[config.mk]
export PLATFORM = sky130hd
export DESIGN_NAME = modbus_drive_command_framer_unit
export DESIGN_NICKNAME = d
export VERILOG_FILES = /design/src/rtl/mdcf_pkg.sv /design/src/rtl/modbus_drive_command_framer_unit.sv /design/src/rtl/mdcf_ctrl.sv /design/src/rtl/mdcf_dp.sv
export SDC_FILE = /design/constraint.sdc
export NUM_CORES = 1
export LEC_CHECK = 0
export BUFFER_PORTS_ARGS = -buffer_cell sky130_fd_sc_hd__buf_4
export CAP_MARGIN = 20
export CORE_ASPECT_RATIO = 2
export CORE_MARGIN = 2
export CORE_UTILIZATION = 45
export CTS_BUF_LIST = sky130_fd_sc_hd__clkbuf_4
export DETAILED_ROUTE_END_ITERATION = 8
export PLACE_DENSITY = 0.74
export SLEW_MARGIN = 10
export SYNTH_ARGS = -nofsm -noshare
export SYNTH_HDL_FRONTEND = slang
export SYNTH_HIERARCHICAL = 1
export SYNTH_SLANG_ARGS = --single-unit
[constraint.sdc]
create_clock -name i_clk -period 12.7 [get_ports i_clk]
set_input_delay 0.635 -clock i_clk [delete_from_list [all_inputs] [get_ports i_clk]]
set_output_delay 0.635 -clock i_clk [all_outputs]
set_load 0.1 [all_outputs]
[src/rtl/mdcf_pkg.sv]
// ----------------------------------------------------------------------------
// mdcf_pkg: shared types and constants of the drive command framer
// Command and status groups between controller and datapath, frame codes.
// ----------------------------------------------------------------------------
`timescale 1ns / 1ps

package mdcf_pkg;

    // command kinds
    localparam logic [1:0] KIND_ENABLE  = 2'd0;
    localparam logic [1:0] KIND_MODE    = 2'd1;
    localparam logic [1:0] KIND_PROFILE = 2'd2;
    localparam logic [1:0] KIND_TARGET  = 2'd3;

    // drive selector codes
    localparam logic [1:0] SEL_LEFT  = 2'd1;
    localparam logic [1:0] SEL_RIGHT = 2'd2;

    // configuration register indexes
    localparam logic [1:0] CFG_LEFT_ADDR  = 2'd0;
    localparam logic [1:0] CFG_RIGHT_ADDR = 2'd1;
    localparam logic [1:0] CFG_POS_GAIN   = 2'd2;

    // modbus function codes and object bytes
    localparam logic [7:0] FC_WRITE_SINGLE = 8'h06;
    localparam logic [7:0] FC_WRITE_MULTI  = 8'h10;
    localparam logic [7:0] OBJ_HI          = 8'h60;
    localparam logic [7:0] OBJ_CONTROL     = 8'h40;
    localparam logic [7:0] OBJ_MODE        = 8'h60;
    localparam logic [7:0] OBJ_PROFILE     = 8'h81;
    localparam logic [7:0] OBJ_TARGET      = 8'h7A;
    localparam logic [7:0] CW_ENABLE       = 8'h0F;
    localparam logic [7:0] CW_SWITCH       = 8'h3F;

    localparam logic [15:0] CRC_PRESET = 16'hFFFF;
    localparam logic [15:0] CRC_POLY   = 16'hA001;

    // body lengths in bytes
    localparam logic [4:0] LEN_SHORT   = 5'd6;
    localparam logic [4:0] LEN_PROFILE = 5'd15;
    localparam logic [4:0] LEN_TARGET  = 5'd11;

    typedef struct packed {
        logic load;
        logic fix;
        logic emit_body;
        logic crc_step;
        logic emit_crc_lo;
        logic emit_crc_hi;
    } t_cmd;

    typedef struct packed {
        logic out_free;
        logic body_done;
        logic last_frame;
    } t_status;

endpackage

[src/rtl/modbus_drive_command_framer_unit.sv]
// ----------------------------------------------------------------------------
// modbus_drive_command_framer_unit: drive command to modbus rtu request bytes
// Each command is scaled first; then every body byte is emitted and followed by
// an 8-step serial crc, and the crc low and high bytes close each frame of a run.
// Sync active-low reset clears control state and loads register defaults.
// ----------------------------------------------------------------------------
`timescale 1ns / 1ps

module modbus_drive_command_framer_unit (
    input  logic               i_clk,
    input  logic               i_rst_n,
    input  logic               i_cfg_we,
    input  logic [1:0]         i_cfg_idx,
    input  logic [15:0]        i_cfg_data,
    input  logic               i_in_valid,
    output logic               o_in_ready,
    input  logic [1:0]         i_kind,
    input  logic [1:0]         i_drive_select,
    input  logic [7:0]         i_mode_value,
    input  logic [7:0]         i_speed_value,
    input  logic [7:0]         i_accel_value,
    input  logic [7:0]         i_decel_value,
    input  logic signed [15:0] i_target_angle,
    output logic               o_out_valid,
    input  logic               i_out_ready,
    output logic [7:0]         o_frame_byte,
    output logic               o_end_of_frame,
    output logic               o_end_of_run
);

    mdcf_pkg::t_cmd    w_cmd;
    mdcf_pkg::t_status w_status;

    mdcf_ctrl u_ctrl (
        .i_clk      (i_clk),
        .i_rst_n    (i_rst_n),
        .i_in_valid (i_in_valid),
        .o_in_ready (o_in_ready),
        .i_status   (w_status),
        .o_cmd      (w_cmd)
    );

    mdcf_dp u_dp (
        .i_clk          (i_clk),
        .i_rst_n        (i_rst_n),
        .i_cfg_we       (i_cfg_we),
        .i_cfg_idx      (i_cfg_idx),
        .i_cfg_data     (i_cfg_data),
        .i_kind         (i_kind),
        .i_drive_select (i_drive_select),
        .i_mode_value   (i_mode_value),
        .i_speed_value  (i_speed_value),
        .i_accel_value  (i_accel_value),
        .i_decel_value  (i_decel_value),
        .i_target_angle (i_target_angle),
        .i_cmd          (w_cmd),
        .o_status       (w_status),
        .o_out_valid    (o_out_valid),
        .i_out_ready    (i_out_ready),
        .o_frame_byte   (o_frame_byte),
        .o_end_of_frame (o_end_of_frame),
        .o_end_of_run   (o_end_of_run)
    );

`ifndef SYNTH
    a_eor_closes_frame: assert property (@(posedge i_clk) disable iff (!i_rst_n)
        o_out_valid && o_end_of_run |-> o_end_of_frame)
        else $error("end of run without end of frame");

    a_one_action: assert property (@(posedge i_clk) disable iff (!i_rst_n)
        $onehot0({w_cmd.load, w_cmd.fix, w_cmd.emit_body, w_cmd.crc_step,
                  w_cmd.emit_crc_lo, w_cmd.emit_crc_hi}))
        else $error("more than one datapath action");

    a_busy_after_transfer: assert property (@(posedge i_clk) disable iff (!i_rst_n)
        i_in_valid && o_in_ready |=> !o_in_ready)
        else $error("ready right after input transfer");

    a_emit_needs_room: assert property (@(posedge i_clk) disable iff (!i_rst_n)
        w_cmd.emit_body || w_cmd.emit_crc_lo || w_cmd.emit_crc_hi |-> w_status.out_free)
        else $error("output register overwritten");
`endif

endmodule

[src/rtl/mdcf_ctrl.sv]
// ----------------------------------------------------------------------------
// mdcf_ctrl: framer sequencer
// Steps one command through scaling, body bytes, bit-serial crc and crc bytes.
// ----------------------------------------------------------------------------
`timescale 1ns / 1ps

module mdcf_ctrl (
    input  logic             i_clk,
    input  logic             i_rst_n,
    input  logic             i_in_valid,
    output logic             o_in_ready,
    input  mdcf_pkg::t_status i_status,
    output mdcf_pkg::t_cmd    o_cmd
);

    localparam logic [2:0] S_IDLE = 3'd0;
    localparam logic [2:0] S_MUL  = 3'd1;
    localparam logic [2:0] S_FIX  = 3'd2;
    localparam logic [2:0] S_BODY = 3'd3;
    localparam logic [2:0] S_CRC  = 3'd4;
    localparam logic [2:0] S_CLO  = 3'd5;
    localparam logic [2:0] S_CHI  = 3'd6;

    logic [2:0] r_state, n_state;
    logic [2:0] r_bit, n_bit;

    always_ff @(posedge i_clk) begin
        if (!i_rst_n) begin
            r_state <= S_IDLE;
            r_bit   <= 3'd0;
        end else begin
            r_state <= n_state;
            r_bit   <= n_bit;
        end
    end

    always_comb begin
        n_state = r_state;
        n_bit   = r_bit;
        o_cmd   = '0;
        unique case (r_state)
            S_IDLE: begin
                if (i_in_valid) begin
                    o_cmd.load = 1'b1;
                    n_state    = S_MUL;
                end
            end
            S_MUL: begin
                n_state = S_FIX;
            end
            S_FIX: begin
                o_cmd.fix = 1'b1;
                n_state   = S_BODY;
            end
            S_BODY: begin
                if (i_status.out_free) begin
                    o_cmd.emit_body = 1'b1;
                    n_bit           = 3'd0;
                    n_state         = S_CRC;
                end
            end
            S_CRC: begin
                o_cmd.crc_step = 1'b1;
                n_bit          = r_bit + 3'd1;
                if (r_bit == 3'd7) begin
                    n_state = i_status.body_done ? S_CLO : S_BODY;
                end
            end
            S_CLO: begin
                if (i_status.out_free) begin
                    o_cmd.emit_crc_lo = 1'b1;
                    n_state           = S_CHI;
                end
            end
            S_CHI: begin
                if (i_status.out_free) begin
                    o_cmd.emit_crc_hi = 1'b1;
                    n_state           = i_status.last_frame ? S_IDLE : S_BODY;
                end
            end
            default: begin
                n_state = S_IDLE;
            end
        endcase
    end

    assign o_in_ready = (r_state == S_IDLE);

endmodule

[src/rtl/mdcf_dp.sv]
// ----------------------------------------------------------------------------
// mdcf_dp: framer datapath
// Config registers, held command, position scaling, crc and output register.
// ----------------------------------------------------------------------------
`timescale 1ns / 1ps

module mdcf_dp (
    input  logic               i_clk,
    input  logic               i_rst_n,
    input  logic               i_cfg_we,
    input  logic [1:0]         i_cfg_idx,
    input  logic [15:0]        i_cfg_data,
    input  logic [1:0]         i_kind,
    input  logic [1:0]         i_drive_select,
    input  logic [7:0]         i_mode_value,
    input  logic [7:0]         i_speed_value,
    input  logic [7:0]         i_accel_value,
    input  logic [7:0]         i_decel_value,
    input  logic signed [15:0] i_target_angle,
    input  mdcf_pkg::t_cmd     i_cmd,
    output mdcf_pkg::t_status  o_status,
    output logic               o_out_valid,
    input  logic               i_out_ready,
    output logic [7:0]         o_frame_byte,
    output logic               o_end_of_frame,
    output logic               o_end_of_run
);

    logic [7:0]         r_left_addr;
    logic [7:0]         r_right_addr;
    logic [15:0]        r_gain;
    logic [1:0]         r_kind;
    logic [7:0]         r_mode;
    logic [7:0]         r_speed;
    logic [7:0]         r_accel;
    logic [7:0]         r_decel;
    logic [7:0]         r_addr;
    logic               r_multi;
    logic signed [15:0] r_angle;
    logic signed [32:0] r_prod;
    logic [31:0]        r_position;
    logic [15:0]        r_crc;
    logic [4:0]         r_pos;
    logic [1:0]         r_frame;
    logic               r_out_valid;
    logic [7:0]         r_out_byte;
    logic               r_out_eof;
    logic               r_out_eor;

    logic signed [32:0] w_rounded;
    logic signed [32:0] w_shifted;
    logic [7:0]         w_body;
    logic [4:0]         w_len;
    logic [7:0]         w_word;
    logic               w_short;
    logic               w_last_frame;
    logic [15:0]        w_crc_in;

    // configuration registers
    always_ff @(posedge i_clk) begin
        if (!i_rst_n) begin
            r_left_addr  <= 8'd3;
            r_right_addr <= 8'd4;
            r_gain       <= 16'd35;
        end else if (i_cfg_we) begin
            case (i_cfg_idx)
                mdcf_pkg::CFG_LEFT_ADDR:  r_left_addr  <= i_cfg_data[7:0];
                mdcf_pkg::CFG_RIGHT_ADDR: r_right_addr <= i_cfg_data[7:0];
                mdcf_pkg::CFG_POS_GAIN:   r_gain       <= i_cfg_data;
                default: ;
            endcase
        end
    end

    // held command
    always_ff @(posedge i_clk) begin
        if (i_cmd.load) begin
            r_kind  <= i_kind;
            r_mode  <= i_mode_value;
            r_speed <= i_speed_value;
            r_accel <= i_accel_value;
            r_decel <= i_decel_value;
            r_angle <= i_target_angle;
            r_multi <= (i_kind == mdcf_pkg::KIND_TARGET) &&
                       ((i_drive_select == mdcf_pkg::SEL_LEFT) ||
                        (i_drive_select == mdcf_pkg::SEL_RIGHT));
            if (i_drive_select == mdcf_pkg::SEL_LEFT) begin
                r_addr <= r_left_addr;
            end else if (i_drive_select == mdcf_pkg::SEL_RIGHT) begin
                r_addr <= r_right_addr;
            end else begin
                r_addr <= 8'h00;
            end
        end
    end

    // position scaling, truncation toward zero
    always_ff @(posedge i_clk) begin
        r_prod <= 33'(r_angle) * 33'($signed({1'b0, r_gain}));
    end

    assign w_rounded = r_prod + (r_prod[32] ? 33'sd255 : 33'sd0);
    assign w_shifted = w_rounded >>> 8;

    always_ff @(posedge i_clk) begin
        if (i_cmd.fix) begin
            r_position <= w_shifted[31:0];
        end
    end

    // body byte selection
    assign w_short = (r_frame != 2'd0) || (r_kind == mdcf_pkg::KIND_ENABLE) ||
                     (r_kind == mdcf_pkg::KIND_MODE);
    assign w_word  = (r_frame == 2'd1) ? mdcf_pkg::CW_SWITCH : mdcf_pkg::CW_ENABLE;

    always_comb begin
        w_body = 8'h00;
        w_len  = mdcf_pkg::LEN_SHORT;
        if (w_short) begin
            case (r_pos)
                5'd0: w_body = r_addr;
                5'd1: w_body = mdcf_pkg::FC_WRITE_SINGLE;
                5'd2: w_body = mdcf_pkg::OBJ_HI;
                5'd3: w_body = (r_frame == 2'd0 && r_kind == mdcf_pkg::KIND_MODE) ?
                               mdcf_pkg::OBJ_MODE : mdcf_pkg::OBJ_CONTROL;
                5'd5: w_body = (r_frame == 2'd0 && r_kind == mdcf_pkg::KIND_MODE) ?
                               r_mode : w_word;
                default: w_body = 8'h00;
            endcase
        end else if (r_kind == mdcf_pkg::KIND_PROFILE) begin
            w_len = mdcf_pkg::LEN_PROFILE;
            case (r_pos)
                5'd0:  w_body = r_addr;
                5'd1:  w_body = mdcf_pkg::FC_WRITE_MULTI;
                5'd2:  w_body = mdcf_pkg::OBJ_HI;
                5'd3:  w_body = mdcf_pkg::OBJ_PROFILE;
                5'd5:  w_body = 8'h04;
                5'd6:  w_body = 8'h08;
                5'd10: w_body = r_speed;
                5'd12: w_body = r_accel;
                5'd14: w_body = r_decel;
                default: w_body = 8'h00;
            endcase
        end else begin
            w_len = mdcf_pkg::LEN_TARGET;
            case (r_pos)
                5'd0:  w_body = r_addr;
                5'd1:  w_body = mdcf_pkg::FC_WRITE_MULTI;
                5'd2:  w_body = mdcf_pkg::OBJ_HI;
                5'd3:  w_body = mdcf_pkg::OBJ_TARGET;
                5'd5:  w_body = 8'h02;
                5'd6:  w_body = 8'h04;
                5'd7:  w_body = r_position[31:24];
                5'd8:  w_body = r_position[23:16];
                5'd9:  w_body = r_position[15:8];
                5'd10: w_body = r_position[7:0];
                default: w_body = 8'h00;
            endcase
        end
    end

    assign w_last_frame = r_multi ? (r_frame == 2'd2) : (r_frame == 2'd0);
    assign w_crc_in     = r_crc ^ {8'h00, w_body};

    // crc, byte position and frame counters
    always_ff @(posedge i_clk) begin
        if (!i_rst_n) begin
            r_crc   <= mdcf_pkg::CRC_PRESET;
            r_pos   <= 5'd0;
            r_frame <= 2'd0;
        end else if (i_cmd.load) begin
            r_crc   <= mdcf_pkg::CRC_PRESET;
            r_pos   <= 5'd0;
            r_frame <= 2'd0;
        end else if (i_cmd.emit_body) begin
            r_crc <= w_crc_in;
            r_pos <= r_pos + 5'd1;
        end else if (i_cmd.crc_step) begin
            r_crc <= r_crc[0] ? ((r_crc >> 1) ^ mdcf_pkg::CRC_POLY) : (r_crc >> 1);
        end else if (i_cmd.emit_crc_hi) begin
            r_crc   <= mdcf_pkg::CRC_PRESET;
            r_pos   <= 5'd0;
            r_frame <= w_last_frame ? 2'd0 : r_frame + 2'd1;
        end
    end

    // output register
    always_ff @(posedge i_clk) begin
        if (!i_rst_n) begin
            r_out_valid <= 1'b0;
        end else if (i_cmd.emit_body || i_cmd.emit_crc_lo || i_cmd.emit_crc_hi) begin
            r_out_valid <= 1'b1;
        end else if (i_out_ready) begin
            r_out_valid <= 1'b0;
        end
    end

    always_ff @(posedge i_clk) begin
        if (i_cmd.emit_body) begin
            r_out_byte <= w_body;
            r_out_eof  <= 1'b0;
            r_out_eor  <= 1'b0;
        end else if (i_cmd.emit_crc_lo) begin
            r_out_byte <= r_crc[7:0];
            r_out_eof  <= 1'b0;
            r_out_eor  <= 1'b0;
        end else if (i_cmd.emit_crc_hi) begin
            r_out_byte <= r_crc[15:8];
            r_out_eof  <= 1'b1;
            r_out_eor  <= w_last_frame;
        end
    end

    assign o_status.out_free   = !r_out_valid || i_out_ready;
    assign o_status.body_done  = (r_pos == w_len);
    assign o_status.last_frame = w_last_frame;

    assign o_out_valid    = r_out_valid;
    assign o_frame_byte   = r_out_byte;
    assign o_end_of_frame = r_out_eof;
    assign o_end_of_run   = r_out_eor;

endmodule

* After elaboration in Yosys (flattened, before gate mapping)
Index checks and enable logic that the tools add are counted.
Cells by class: add/subtract/negate cells 4, multipliers 1, divide/modulo/power cells 0, order comparisons 0, eq/ne operators 34, shift operators 0, muxes and demuxes 45, bitwise gates (word level) 5, reduce and logical (&&, ||, !) cells 29
Operators by type and width (count):
- 8-bit case mux with 10 select lines | 1
- 8-bit 2-to-1 mux | 9
- 8-bit case mux with 9 select lines | 1
- 16-bit 2-to-1 mux | 4
- 8-bit case mux with 5 select lines | 1
- 33-bit by 9-bit adder with 33-bit output | 1
- 16-bit by 17-bit multiplier with 33-bit output | 1
- 5-bit by 4-bit == test with 1-bit output, second input constant | 5
- 3-bit 2-to-1 mux | 8
- 3-bit case mux with 7 select lines | 1
- 5-bit 2-to-1 mux | 4
- 16-bit by 8-bit XOR with 16-bit output | 1
- 5-bit by 3-bit == test with 1-bit output, second input constant | 3
- 3-bit == test, second input constant | 4
- 6-bit 2-to-1 mux | 2
- 1-bit 2-to-1 mux | 11
- 2-bit == test, second input constant | 5
- 5-bit by 2-bit == test with 1-bit output, second input constant | 2
- 2-bit by 1-bit inequality test with 1-bit output, second input constant | 5
- 2-bit AND reduction | 5
- 2-bit by 1-bit == test with 1-bit output, second input constant | 4
- 2-bit nonzero test | 4
- 3-bit by 2-bit == test with 1-bit output, second input constant | 2
- 2-bit logical NOT | 3
- other kinds (20) | 31
Word-level totals: flip-flop bits (word level) 189, latch bits 0, bits in writable memories 0, memory bits (read-only) 0, bits of input ports 75, output and inout bits 12, word-level logic and storage cells 140, memories 0

* Depth between registers and ports, before layout
Gate-level depths: netlist of the first run.
depth after elaboration 8, mapped depth 22, depth with buffers taken out 21

* By module
The synthesis of the first run kept the hierarchy.
By module, submodules not included:
- mdcf_dp | times used 1, cells an instance 1742, area each 16678.5 sq um, sequential area each 4584.4 sq um
- mdcf_ctrl | times used 1, cells an instance 58, area each 462.9 sq um, sequential area each 120.1 sq um

* Least setup slack after synthesis of the first run
Ideal clock, no wire load.
path kind register to register, start point register u_dp.r_angle[7], end point register u_dp.r_prod[31], library setup time 0.124 ns, arrival 5.578 ns, data required time 12.576 ns, path slack 6.998 ns, cell stages (with the launch flop) 21, path buffers 1, period minus slack after synthesis 5.702 ns, cells stage by stage edfxtp_1 > clkbuf_1 > nand2_1 > fa_1 > inv_1 > fa_1 > inv_1 > fa_1 > inv_1 > fa_1 > fa_1 > inv_1 > fa_1 > inv_1 > ha_1 > nand3_1 > a211o_1 > a2111o_1 > a31oi_2 > a311oi_1 > xnor2_1
On the way: longest elaborated chain between the ends 1
Ends and longest elaborated chain:
- start: declaration | RTL line mdcf_dp.sv:39 | logic signed [15:0] r_angle;
- start signal: assignment | RTL line mdcf_dp.sv:83 | r_angle <= i_target_angle;
- 16-bit by 17-bit multiplier with 33-bit output | RTL line mdcf_dp.sv:99 | r_prod <= 33'(r_angle) * 33'($signed({1'b0, r_gain}));
- end signal: assignment | RTL line mdcf_dp.sv:99
- end: declaration | RTL line mdcf_dp.sv:40 | logic signed [32:0] r_prod;
Every way passes these cells. A chain may end at the register's enable or synchronous reset.

* Final worst setup path of the first run
start point register u_dp.r_angle[11], end point register u_dp.r_prod[31]
Same word-level chain as after synthesis.

==> results of run 1 <==
==> final cells by class <==
type	count	area, sq um
Antenna cell	2	5.005
Tap cell	463	579.3
Fill cell	3490	19430
Clock buffer	20	150.1
Inverter	280	1051
Multi-Input combinational cell	1254	11060
Clock inverter	12	123.9
Timing Repair Buffer	91	683.2
Sequential cell	189	4705
==> worst paths after layout <==
path / endpoint / slack [ns] / cells after the start
max: u_dp/r_prod[31]$_DFF_P_ / 6.39 / 18
min: u_dp/r_angle[8]$_DFFE_PP_ / 0.17 / 1
max reg2reg: u_dp/r_prod[31]$_DFF_P_ / 6.39 / 18
min reg2reg: u_dp/o_end_of_frame$_SDFFE_PP0P_ / 0.49 / 2
==> cells in the final DEF (no fill, tap or decap), types with 16 or more instances in the layout <==
| cell type | instances |
|---|---|
| fa_1 | 194 |
| a21oi_1 | 53 |
| a21o_1 | 16 |
| a21boi_0 | 16 |
| o21ai_0 | 33 |
| nor2_1 | 59 |
| clkbuf_4 | 20 |
| xnor2_1 | 45 |
| ha_1 | 140 |
| nand2b_1 | 22 |
| buf_4 | 91 |
| and2_1 | 126 |
| dfxtp_1 | 97 |
| mux2i_1 | 27 |
| inv_1 | 277 |
| nor2b_1 | 29 |
| edfxtp_1 | 92 |
| nand3_1 | 37 |
| nand2_1 | 244 |
==> worst max-delay path, delay by kind of cell, from the launching register on <==
family	cells	cell delay (ns)
xor+xnor	1	0.16
buf+inv	3	0.15
compound gates	6	1.55
simple gates	1	0.18
flops	1	0.88
fa+ha+maj	7	3.30
==> synth_stat cells (all sizes together) (22+ instances only) <==
library cell	n	share of area, %
and2	127	4.6
nand2	244	5.3
edfxtp	92	16
a21oi	54	1.6
xnor2	45	2.3
nor2	60	1.3
ha	140	10
nand2b	22	0.80
nor2b	29	1.1
fa	194	23
o21ai	45	1.3
inv	280	6.1
clkbuf	60	1.3
nand3	37	1.1
dfxtp	97	11
mux2i	27	1.6
==> flip-flops by register name, summed over array words and instances, names as in the netlist, 2 cells and up <==
register and cells:
u_ctrl/r_bit 3, u_ctrl/r_state 3, u_dp/o_frame_byte 8, u_dp/r_accel 8, u_dp/r_addr 8, u_dp/r_angle 16
u_dp/r_crc 16, u_dp/r_decel 8, u_dp/r_frame 2, u_dp/r_gain 16, u_dp/r_kind 2, u_dp/r_left_addr 8
u_dp/r_mode 8, u_dp/r_pos 5, u_dp/r_position 25, u_dp/r_prod 33, u_dp/r_right_addr 8, u_dp/r_speed 8
==> power breakdown <==
part,leakage (nW),internal [mW],switching [mW]
Clock,0.157,0.110,0.222
Sequential,1.66,0.746,0.0876
Combinational,6.46,0.470,0.688
Total,8.28,1.33,0.998
==> per-layer routing <==
metal	GRT usage, %	vias to the layer above	part of all wire [%]
met2	45.06	416	57
met4	14.23	0	6.8
li1	-	5922	-
met5	0	-	0
met1	20.73	6345	33
met3	2.833	174	3.4
==> cells by family (layout without fill, tap and decap cells) <==
kind of cell / count (synthesis) / count (layout) / synth area share [%]
simple gates: 603 / 603 / 17.77
buf+inv: 357 / 403 / 8.051
fa+ha+maj: 334 / 334 / 32.88
compound gates: 231 / 231 / 9.190
flops: 189 / 189 / 27.45
xor+xnor: 54 / 54 / 2.759
mux: 32 / 32 / 1.905
other cells: 0 / 2 / 0
==> results.md, run 1 <==
* Worst hold-check path type: in -> reg
* Post-synthesis cell count at ~1,800
* Total length of routed wires at 44,260 um
* Hold Crit Start: i_target_angle[8]
* Max Cap Viol at 0
* Root Buffer Master: clkbuf_4
* CTS tree: yes
* Setup bufs post-CTS at 0
* Util after Layout at 48.58%
* Synth cell types at 77
* Gpl congestion at roughly 0.93
* PwrDens at 126.6 mW/mm^2
* Pre-CTS setup slack at ~6.5 ns
* Net Count, Synth at 2,209
* Final instance area at about 0.018 sq mm
* Remaining Overflow, GRT at 0
* Post-cts hold buffer count at 0
* Register area share after synthesis at a little over a quarter
* Most used cell, CP: fa_1
* CP startpoint kind: flop
* Crit. End Element: flop
* Number of synthesis warnings at 6
* Max-slew violations at 0
* DR iter-0 viols at approximately 610
* Area Growth Syn to Fin at 7.095%
* Slew HR at 37.24%
* Period minus WS final at 6.309 ns
* Max IR drop VDD at 0.00008497 V
* Die Ht at 280.0 um
* Bufs on Longest Clock Path at 2
* Core ar. at 0.03779 sq mm
* DP Cell Count at 2,277
* Die W at 142.0 um
* Class of the most critical setup path: reg -> reg
* I/O pin count at 87
* Crit-path slowest cell: edfxtp_1
* Gr usage total at a little under a quarter
* CTS Buf Count at 17
* Antenna violations before repair at 2
* Number of global-route vias before repair at 13,620
* Status: finished clean
* Via density at 5.563
* Slew @ Worst Pin at 0.9394 ns
* Dpl hpwl at 36,100 um
* Crit-path cells: nand2_1 -> fa_1 -> inv_1 -> fa_1 -> fa_1 -> fa_1 -> fa_1 -> inv_1 -> fa_1 -> inv_1 -> ha_1 -> a21oi_1 -> a21oi_1 -> o311a_1 -> o21ai_1 -> a31oi_2 -> a311oi_1 -> xnor2_1
* Post-DR wirelength/cell at 19.15 um
* Worst path required time at ~13 ns
* Tcrit/Tclk final at just under 50%
* Placed inst area at 0.01808 sq mm
* Final Hold Vio Count at 0
* IO buf count at between 80 and 90
* Initial Util at a little under half
* PnR worst setup slack at 6.391 ns
* Mapped Area at approximately 0.017 sq mm
* Final setup fails at 0
* Post-synth EDFFs at 92
* Slowest stage delay, CP at 0.88 ns
* Final Net Count at 2,242
* Total power at 2.324 mW
* Crit path max fanout at 16
* Leakage at 8.276 nW
* Hold WS at 0.1684 ns
* Clk slew on worst S/H paths at 0.17 ns
* DRC viols at 0
* Share of cells above drive strength 1 at 8.180%
* FF+latch count, synth at 189
* RSZ-0062 raised after global routing: no
* Clk_lat worst skew at between 0.6 and 0.7 ns
* Via count at 12,860
* Syn Area/Cell at 9.523 sq um
* Drt pass-1 iters at 5
* H-tree Lvls at 4
* Rows at 101
* FMAX at 158.5 MHz
* Final std cells w/o fill at 2,311
* Clk_skew at about 0.03 ns
* Global-route wire length before repair at 68,660 um
* Setup TNS Final at 0 ns
* Critical Path AT at 6.85 ns
* Pin count of the biggest net entering global routing at 62
* Clk sinks at between 150 and 200
* PostCTS Resize Cnt at 0
* Final antenna-violating net count at 0
* Async SR Flop Fraction at 0%
* CP Launch Point: u_dp/r_angle[11]$_DFFE_PP_
* Primary FF master, synth: dfxtp_1
* Die area at between 0.03 and 0.04 sq mm
* FF-to-FF Start: u_dp/r_angle[11]$_DFFE_PP_
Power figures use the tool's default switching activity.
==> run 2: changes to the inputs <==
--- a/config.mk
+++ b/config.mk
@@ -12,7 +12,7 @@
 export CORE_UTILIZATION = 45
 export CTS_BUF_LIST = sky130_fd_sc_hd__clkbuf_4
 export DETAILED_ROUTE_END_ITERATION = 8
-export PLACE_DENSITY = 0.74
+export PLACE_DENSITY = 0.76
 export SLEW_MARGIN = 10
 export SYNTH_ARGS = -nofsm -noshare
 export SYNTH_HDL_FRONTEND = slang
==> constraint.sdc (replaced) <==
create_clock -name i_clk -period 5.2 [get_ports i_clk]
set_input_delay 0.26 -clock i_clk [delete_from_list [all_inputs] [get_ports i_clk]]
set_output_delay 0.26 -clock i_clk [all_outputs]
set_load 0.1 [all_outputs]
==> run 2 against run 1 <==
  * The run now ends with negative setup slack left
  * Clock power rose to 2.7 times the previous value
  * First-iteration DRC count up 10%
  * Register-to-register slack got worse by 7.0 ns
  * Non-clock buffer count is 227 higher
  * Design area up 14%
  * Via count rose by 7.0%
  * Cell count is 9.8% higher
  * Flip-flop and latch count stayed put
  * Sequential power grew 140%
  * Largest power group unchanged
==> results.md, run 2 (same netlist as run 1, synthesis figures left out) <==
* Status: finished, violations left (was finished clean)
* Failing checks: negative setup slack
* Die area at 0.03976 sq mm (unchanged)
* Antenna violations before repair at 1 (was 2)
* Crit. End Element: flop (unchanged)
* CP startpoint kind: flop (unchanged)
* I/O pin count at 87 (unchanged)
* Die Ht at 280.0 um (unchanged)
* PnR worst setup slack at -0.5639 ns (was 6.391 ns)
* Clk_skew at 0.03589 ns (was 0.02996 ns)
* Combinational share of power at 60.3% (was 49.8%)
* Bufs and invs on worst path at 6 (was 3)
* Clk_lat worst skew at 0.64 ns (was 0.62 ns)
* Max-slew violations at 0 (unchanged)
* RSZ-0062 raised after global routing: yes (was no)
* Commonest non-fill, non-tap cell in the layout: inv_1 (unchanged)
* Largest register by flop count: u_dp/r_prod (unchanged)
* H-tree Lvls at 4 (unchanged)
* Max IR drop VDD at 0.0002764 V (was 0.00008497 V)
* Util after Layout at 55.26% (was 48.58%)
* Remaining Overflow, GRT at 0 (unchanged)
* FF-to-FF Start: u_dp/r_angle[3]$_DFFE_PP_ (was u_dp/r_angle[11]$_DFFE_PP_)
* Tcrit/Tclk final at 110.8% (was 49.68%)
* PwrDens at 346.9 mW/mm^2 (was 126.6 mW/mm^2)
* Slew @ Worst Pin at 1.042 ns (was 0.9394 ns)
* Drt pass-1 iters at 7 (was 5)
* Rows at 101 (unchanged)
* Worst path required time at 5.72 ns (was 13.24 ns)
* Dpl hpwl at 37,780 um (was 36,100 um)
* FMAX at 173.5 MHz (was 158.5 MHz)
* Final Net Count at 2,469 (was 2,242)
* Max reg flops at 33 (unchanged)
* Initial Util at 45.37% (unchanged)
* Leakage at 9.439 nW (was 8.276 nW)
* Most used cell, CP: fa_1 (unchanged)
* Die W at 142.0 um (unchanged)
* Slew HR at 30.46% (was 37.24%)
* Bufs on Longest Clock Path at 2 (unchanged)
* Core ar. at 0.03779 sq mm (unchanged)
* Critical Path AT at 6.28 ns (was 6.85 ns)
* Post-DR wirelength/cell at 18.82 um (was 19.15 um)
* Clock share of power at 12.2% (was 14.3%)
* Hold Crit Start: i_drive_select[1] (was i_target_angle[8])
* Biggest regs: u_dp/r_prod x33, u_dp/r_position x25 (unchanged)
* CP Launch Point: u_dp/r_angle[3]$_DFFE_PP_ (was u_dp/r_angle[11]$_DFFE_PP_)
* Global-route wire length before repair at 73,330 um (was 68,660 um)
* DR iter-0 viols at 677 (was 614)
* Final instance area at 0.02088 sq mm (was 0.01836 sq mm)
* Crit-path slowest cell: fa_1 (was edfxtp_1)
* Worst R2R Path Depth at 20 (was 18)
* Final Hold Vio Count at 0 (unchanged)
* Via density at 5.421 (was 5.563)
* Hold path depth at 3 (was 1)
* DRC viols at 0 (unchanged)
* Setup TNS Final at -6.436 ns (was 0 ns)
* Gpl congestion at 0.9521 (was 0.9314)
* Final setup fails at 20 (was 0)
* IO buf count at 86 (unchanged)
* Pre-CTS setup slack at -0.5739 ns (was 6.465 ns)
* Area Growth Syn to Fin at 21.80% (was 7.095%)
* Sw Ratio at 41.37% (was 42.93%)
* Via count at 13,750 (was 12,860)
* Int Power at 4.247 mW (was 1.326 mW)
* Total length of routed wires at 47,740 um (was 44,260 um)
* Crit path max fanout at 4 (was 16)
* Worst hold-check path type: in -> reg (unchanged)
* Reg2reg end: u_dp/r_prod[31]$_DFF_P_ (unchanged)
* Reg power frac at 27.5% (was 35.9%)
* Root Buffer Master: clkbuf_4 (unchanged)
* Top delay family on crit path: adder cells (unchanged)
* Crit-path cells: buf_4 -> nand2_2 -> fa_1 -> fa_1 -> inv_1 -> fa_1 -> inv_1 -> fa_1 -> inv_2 -> fa_1 -> inv_2 -> fa_1 -> inv_2 -> ha_4 -> nand3_1 -> a211o_1 -> a2111o_1 -> a31oi_4 -> a311oi_2 -> xnor2_1 (was nand2_1 -> fa_1 -> inv_1 -> fa_1 -> fa_1 -> fa_1 -> fa_1 -> inv_1 -> fa_1 -> inv_1 -> ha_1 -> a21oi_1 -> a21oi_1 -> o311a_1 -> o21ai_1 -> a31oi_2 -> a311oi_1 -> xnor2_1)
* Final antenna-violating net count at 0 (unchanged)
* Slowest stage delay, CP at 0.54 ns (was 0.88 ns)
* CTS tree: yes (unchanged)
* Clk sinks at 189 (unchanged)
* CTS Buf Count at 17 (unchanged)
* Most frequent cells in the layout: inv_1 (264), nand2_1 (236), buf_4 (224) (was inv_1 (277), nand2_1 (244), fa_1 (194))
* Worst Hold Path EP: u_dp/r_multi$_DFFE_PP_ (was u_dp/r_angle[8]$_DFFE_PP_)
* Class of the most critical setup path: reg -> reg (unchanged)
* Reg2Reg Setup Slack at -0.56 ns (was 6.39 ns)
* Clk slew on worst S/H paths at 0.16 ns (was 0.17 ns)
* Gr usage total at 23.94% (was 22.55%)
* Period minus WS final at 5.764 ns (was 6.309 ns)
* Max Cap Viol at 0 (unchanged)
* Share of cells above drive strength 1 at 19.92% (was 8.180%)
* Number of global-route vias before repair at 14,790 (was 13,620)
* Psw at 2.996 mW (was 997.9 uW)
* Pin count of the biggest net entering global routing at 61 (was 62)
* Placed inst area at 0.01924 sq mm (was 0.01808 sq mm)
-- run 2: cell types whose count changed in the layout (fill, tap and decap cells not counted), moves of 8 or more --
| cell | previous run | this run |
|---|---|---|
| buf_4 | 91 | 224 |
| dlygate4sd3_1 | 0 | 68 |
| buf_6 | 0 | 23 |
| and2_1 | 126 | 110 |
| and2_4 | 0 | 16 |
| ha_1 | 140 | 126 |
| a21oi_1 | 53 | 40 |
| inv_1 | 277 | 264 |
| ha_4 | 0 | 12 |
| inv_2 | 4 | 16 |
| a21oi_2 | 1 | 10 |
| dfxtp_1 | 97 | 89 |
| dfxtp_2 | 0 | 8 |
| nand2_1 | 244 | 236 |
-- run 2: power by group through the flow --
| stage | clock [mW] | sequential, mW | combinational, mW |
|---|---|---|---|
| floorplan | 0 | 1.98 | 2.36 |
| global placement | 0 | 2.02 | 3.47 |
| detailed placement | 0 | 2.02 | 3.60 |
| CTS | 0.904 | 1.99 | 4.08 |
| global route | 0.966 | 2.01 | 4.79 |
| finish | 0.886 | 1.99 | 4.37 |
-- run 2: repair_timing --
action                                  4_1_cts  5_1_grt
hold buffers                                 68        0
gates resized for setup                      85       34
hold endpoints to repair                     84        0
pin swaps                                    55       43
gates cloned                                  0        1
setup buffers                                12       15
endpoints found under the setup margin       21       22
-- run 2: through the flow --
stage,hold WS [ns],instances,total power [mW]
2_1_floorplan,0.3589,1800,4.347
3_3_place_gp,0.4385,2408,5.486
3_5_place_dp,0.4393,2408,5.628
4_1_cts,0.02872,2520,6.971
5_1_grt,0.03166,2537,7.760
6_report,0.08962,2537,7.243
-- run 2: metal layers --
metal  vias to the layer above  wire length (um)  global-route usage (%)
li1                       6376                 -                       -
met1                      6788             15490                   21.53
met3                       188              1314                   2.731
met4                         0              3496                   16.08
met5                         -                 0                       0
met2                       402             27440                   48.11
-- run 2: how the worst max path moves through the flow --
| stage | endpoint | cells after the start |
|---|---|---|
| floorplan | u_dp/r_prod[31]$_DFF_P_ | 19 |
| global placement | u_dp/r_prod[31]$_DFF_P_ | 19 |
| detailed placement | u_dp/r_prod[31]$_DFF_P_ | 21 |
| CTS | u_dp/r_prod[31]$_DFF_P_ | 20 |
| global route | u_dp/r_prod[29]$_DFF_P_ | 18 |
| finish | u_dp/r_prod[31]$_DFF_P_ | 20 |
-- run 2: layout make-up --
class / instances / area [sq um]
Fill cell: 3123 / 16910
Antenna cell: 1 / 2.502
Clock inverter: 13 / 156.4
Inverter: 280 / 1051
Clock buffer: 19 / 142.6
Tap cell: 463 / 579.3
Multi-Input combinational cell: 1254 / 11570
Sequential cell: 189 / 4715
Timing Repair Buffer: 318 / 2666
-- run 2: worst register-to-register path, delay by kind of cell, from the launching register on --
kind	cells	cell delay (ns)
fa+ha+maj	7	3.37
compound gates	4	1.18
flops	1	0.44
buf+inv	6	0.37
simple gates	2	0.14
xor+xnor	1	0.13
